`config.mk`:
```
export PLATFORM = sky130hd
export DESIGN_NAME = pcbs_iou
export DESIGN_NICKNAME = d
export VERILOG_FILES = /design/src/sv/pcbs_pkg.sv /design/src/sv/pcbs_iou.sv
export SDC_FILE = /design/constraint.sdc
export NUM_CORES = 2
export LEC_CHECK = 0
export BUFFER_PORTS_ARGS = -buffer_cell sky130_fd_sc_hd__buf_4
export CAP_MARGIN = 20
export CORE_ASPECT_RATIO = 1.5
export CORE_UTILIZATION = 47
export CTS_CLUSTER_DIAMETER = 30
export CTS_CLUSTER_SIZE = 24
export DETAILED_ROUTE_END_ITERATION = 10
export SLEW_MARGIN = 20
export SYNTH_ARGS = -nofsm -noshare
export SYNTH_HDL_FRONTEND = slang
export SYNTH_SLANG_ARGS = --single-unit
```
`constraint.sdc`:
```
create_clock -name clk -period 10.8 [get_ports clk]
set_input_delay 2.16 -clock clk [delete_from_list [all_inputs] [get_ports clk]]
set_output_delay 2.16 -clock clk [all_outputs]
set_load 0.05 [all_outputs]
```
`src/sv/pcbs_pkg.sv`:
```
// ----------------------------------------------------------------------------
// pcbs_pkg: shared types and constants for per-class box suppression
// Holds the item structs, register codes and the default configuration.
// ----------------------------------------------------------------------------
package pcbs_pkg;

    localparam int DEF_MAX_BOXES = 64;
    localparam logic [15:0] IOU_THR_RESET = 16'd13107;
    localparam logic [0:0] REG_IOU_THRESHOLD = 1'b0;

    typedef struct packed {
        logic [15:0] left_edge;
        logic [15:0] top_edge;
        logic [15:0] right_edge;
        logic [15:0] bottom_edge;
        logic [15:0] confidence;
        logic [7:0]  class_id;
        logic        last_box;
    } box_in_t;

    typedef struct packed {
        logic [15:0] out_left;
        logic [15:0] out_top;
        logic [15:0] out_right;
        logic [15:0] out_bottom;
        logic [15:0] out_score;
        logic [7:0]  out_class;
        logic        last_kept;
        logic        overflowed;
    } box_out_t;

    // one stored box entry
    typedef struct packed {
        logic [15:0] l;
        logic [15:0] t;
        logic [15:0] r;
        logic [15:0] b;
        logic [15:0] s;
        logic [7:0]  c;
    } entry_t;

    localparam int ENTRY_W = $bits(entry_t);

    // overlap unit handshake
    typedef struct packed {
        logic start;
        logic busy;
        logic done;
        logic hit;
    } iou_ctl_t;

endpackage

```
`src/sv/pcbs_iou.sv`:
```
// ----------------------------------------------------------------------------
// pcbs_iou: multi-cycle overlap test
// One shared 18x18 signed multiplier walks through the products in turn.
// ----------------------------------------------------------------------------
module pcbs_iou
    import pcbs_pkg::*;
(
    input  logic        clk,
    input  logic        rst_n,
    input  logic        start,
    input  entry_t      a,
    input  entry_t      b,
    input  logic [15:0] thr,
    output iou_ctl_t    ctl
);
    localparam logic [2:0] S_IDLE = 3'd0, S_AA = 3'd1, S_AB = 3'd2, S_IN = 3'd3,
                           S_UN = 3'd4, S_TL = 3'd5, S_TH = 3'd6, S_DONE = 3'd7;

    logic [2:0] st_reg, st_next;
    logic signed [17:0] ma, mb;
    logic signed [35:0] prod;
    logic signed [35:0] area_a_reg, area_b_reg, inter_reg;
    logic signed [37:0] uni_reg;
    logic [49:0] rhs_reg;
    logic [15:0] iw, ih;
    logic [15:0] mr, ml, mb2, mt;

    // clamped intersection sides
    always_comb
    begin
        mr  = (a.r < b.r) ? a.r : b.r;
        ml  = (a.l > b.l) ? a.l : b.l;
        mb2 = (a.b < b.b) ? a.b : b.b;
        mt  = (a.t > b.t) ? a.t : b.t;
        iw  = (mr > ml) ? (mr - ml) : 16'd0;
        ih  = (mb2 > mt) ? (mb2 - mt) : 16'd0;
    end

    // positive union is below 2^33: threshold product in a low and a high half
    always_comb
    begin
        case (st_reg)
            S_AA:
            begin
                ma = 18'(signed'({2'b0, a.r}) - signed'({2'b0, a.l}));
                mb = 18'(signed'({2'b0, a.b}) - signed'({2'b0, a.t}));
            end
            S_AB:
            begin
                ma = 18'(signed'({2'b0, b.r}) - signed'({2'b0, b.l}));
                mb = 18'(signed'({2'b0, b.b}) - signed'({2'b0, b.t}));
            end
            S_TL:
            begin
                ma = signed'({2'b0, thr});
                mb = signed'({1'b0, uni_reg[16:0]});
            end
            S_TH:
            begin
                ma = signed'({2'b0, thr});
                mb = signed'({2'b0, uni_reg[32:17]});
            end
            default:
            begin
                ma = signed'({2'b0, iw});
                mb = signed'({2'b0, ih});
            end
        endcase
        prod = ma * mb;
    end

    always_comb
    begin
        st_next = st_reg;
        case (st_reg)
            S_IDLE: if (start) st_next = S_AA;
            S_AA:   st_next = S_AB;
            S_AB:   st_next = S_IN;
            S_IN:   st_next = S_UN;
            S_UN:   st_next = S_TL;
            S_TL:   st_next = S_TH;
            S_TH:   st_next = S_DONE;
            S_DONE: st_next = S_IDLE;
            default: st_next = S_IDLE;
        endcase
    end

    always_ff @(posedge clk or negedge rst_n)
    begin
        if (!rst_n)
        begin
            st_reg <= S_IDLE;
        end
        else
        begin
            st_reg <= st_next;
        end
    end

    always_ff @(posedge clk)
    begin
        case (st_reg)
            S_AA: area_a_reg <= prod;
            S_AB: area_b_reg <= prod;
            S_IN: inter_reg  <= prod;
            S_UN: uni_reg    <= 38'(area_a_reg) + 38'(area_b_reg) - 38'(inter_reg);
            S_TL: rhs_reg    <= {14'b0, prod};
            S_TH: rhs_reg    <= rhs_reg + {prod[32:0], 17'b0};
            default: ;
        endcase
    end

    assign ctl.start = start;
    assign ctl.busy  = (st_reg != S_IDLE);
    assign ctl.done  = (st_reg == S_DONE);
    assign ctl.hit   = (uni_reg > 38'sd0) && ({2'b0, inter_reg[31:0], 16'b0} > rhs_reg);
endmodule

```
==> results_dict.tcl <==
set metrics [dict create \
    first_global_vias 32310 \
    hold_class "register to register" \
    slew_violations 0 \
    layout_common_cells "buf_4 (969), inv_1 (669), fa_1 (345), ha_1 (315), nand2_1 (285)" \
    antenna_found_initial 0 \
    cp-end-kind "register" \
    max_slew.worst_pin.slew_ns 1.063 \
    initial_utilization_pct 47.40 \
    worstSetupStartpointType "input port" \
    netlist_area_um2 32680 \
    largest_reg_flops 50 \
    drive_gt1_share_pct 31.72 \
    drtIter0Drc 1720 \
    num_vias 30470 \
    rows 118 \
    wire_per_inst_um 20.57 \
    grt_pass1_wl_um 178600 \
    grt_max_degree 45 \
    remaining_drc_errors 0 \
    holdWs_ns 0.5603 \
    final_common_cell "buf_4" \
    setup_viol 101 \
    cts_root_buffer "clkbuf_16" \
    overflow 0 \
    crit_fanout 7 \
    dieArea_um2 70620 \
    syn_area_per_cell_um2 8.877 \
    cts_buffer_depth 2 \
    period_minus_slack_ns 12.64 \
    finalWeightedCongestion 1.010 \
    cts_tree "built" \
    ys.flop_type "edfxtp_1" \
    dp_cells 5452 \
    pin_count 199 \
    outcome "finished with violations" \
    violations "setup timing" \
    synth_seq_area_share_pct 18.24 \
    finalInstanceArea_um2 44720 \
    dp_slack_ns -2.856 \
    detail-route-antenna-nets 0 \
    clock_skew_ns 0.01769 \
    async_flop_share_pct 1.508 \
    dr.pass1.iters 7 \
    clk_pin_slew_ns 0.09 \
    critical_path_class "input port to register" \
    clkLatencyLatePin_ns 0.46 \
    critPathMaxStageDelay_ns 0.53 \
    io_buffers 150 \
    synth-seq-cells 199 \
    core-area_um2 68950 \
    die_w_um 217.3 \
    setup_slack_ns -1.843 \
    layout.nets 5575 \
    synth_edf_count 196 \
    die-height_um 325.0 \
    numClockSinks 199 \
    layout.cells.non_filler 5578 \
    crit_required_ns 11.12 \
    synth_cells 3682 \
    synth_nets 4592 \
    max_freq_mhz 79.10 \
    crit_arrival_ns 12.96 \
    ys_warn_count 0 \
    rsz0062_at_grt "yes" \
    crit_slowest_cell "fa_1" \
    htree_levels 4 \
    synth.distinct_cells 90 \
    routed_wirelength_um 114700 \
    area_growth_pct 36.81 \
    numCtsBuffers 17 \
    place_hpwl_um 96300 \
    place_area_um2 41590 \
    maxCapViolCount 0 \
    slew_headroom_pct 28.25 \
    post-route-period-util_pct 117.1 \
    post_drt_via_cell_ratio 5.463 \
    final-hold-violation-count 0 \
    grtUsageTotal_pct 33.17 \
    num_antenna_cells 0 \
]
[synthesized netlist by cell type, types with 72 or more instances]
| library cell | n | area, um^2 |
|---|---|---|
| o21ai_0 | 153 | 765.7 |
| nor2_1 | 182 | 683.2 |
| a21o_1 | 113 | 848.3 |
| xnor2_1 | 94 | 823.3 |
| ha_1 | 353 | 4417 |
| fa_1 | 362 | 7247 |
| edfxtp_1 | 196 | 5886 |
| clkbuf_1 | 83 | 311.6 |
| nand2_1 | 310 | 1164 |
| nand2b_1 | 75 | 469.2 |
| inv_1 | 710 | 2665 |
| a21oi_1 | 159 | 795.8 |
| and2_1 | 72 | 450.4 |
[per-stage QoR]
stage	util (%)	TNS, ns
floorplan	-	-69.43
global placement	60.32	-183.83
detailed placement	60.32	-190.58
CTS	63.79	-64.44
global route	64.85	-112.51
finish	64.85	-75.90
[worst paths after layout]
| kind | from | end | slack, ns | cells past startpoint |
|---|---|---|---|---|
| worst max-delay path | b[73] | rhs_reg[49] | -1.84 | 56 |
| worst min-delay path | area_a_reg[0] | uni_reg[0] | 0.56 | 1 |
| worst max register to register | st_reg[0] | rhs_reg[48] | 1.03 | 32 |
| worst min register to register | area_a_reg[0] | uni_reg[0] | 0.56 | 1 |
| max in group asynchronous | rst_n | st_reg[2] | 9.21 | 1 |
| min in group asynchronous | rst_n | st_reg[1] | 1.48 | 1 |
[area by class of cell]
class | instances | area, um^2
Multi-Input combinational cell | 2663 | 25530
Clock inverter | 15 | 209.0
Timing Repair Buffer | 1072 | 8767
Fill cell | 5834 | 24230
Inverter | 712 | 2698
Clock buffer | 17 | 425.4
Sequential cell | 199 | 5961
Tap cell | 900 | 1126
[critical path: cells and delay by family]
family / cells / cell delay (ns)
simple gates: 7 / 0.91
buf+inv: 11 / 1.08
fa+ha+maj: 12 / 4.12
compound gates: 23 / 4.04
xor+xnor: 1 / 0.14
mux: 2 / 0.47
[routing by layer]
metal	global-route usage [%]	part of all wire (%)	up-vias	wire length, um
met1	36.51	36	14820	41690
met4	20.39	7.1	0	8169
li1	-	-	14390	-
met3	2.693	3.9	326	4512
met2	61.09	53	934	60340
met5	0	0	-	0
[logic make-up after synthesis]
kind of cell	synth area share [%]
simple gates	14.32
buf+inv	9.528
compound gates	16.53
fa+ha+maj	35.69
flops	18.24
xor+xnor	3.740
mux	1.960
[repair_timing]
action	4_1_cts	5_1_grt
pin swaps	191	120
setup endpoints to repair	116	116
buffers inserted	73	39
endpoints found under the hold margin	0	0
gates cloned	3	0
hold buffers	0	0
gates resized for setup	270	131
Power is left out: the tool's default activity adds up to more than one toggle a clock period on the data nets, which glitch-free logic cannot reach.
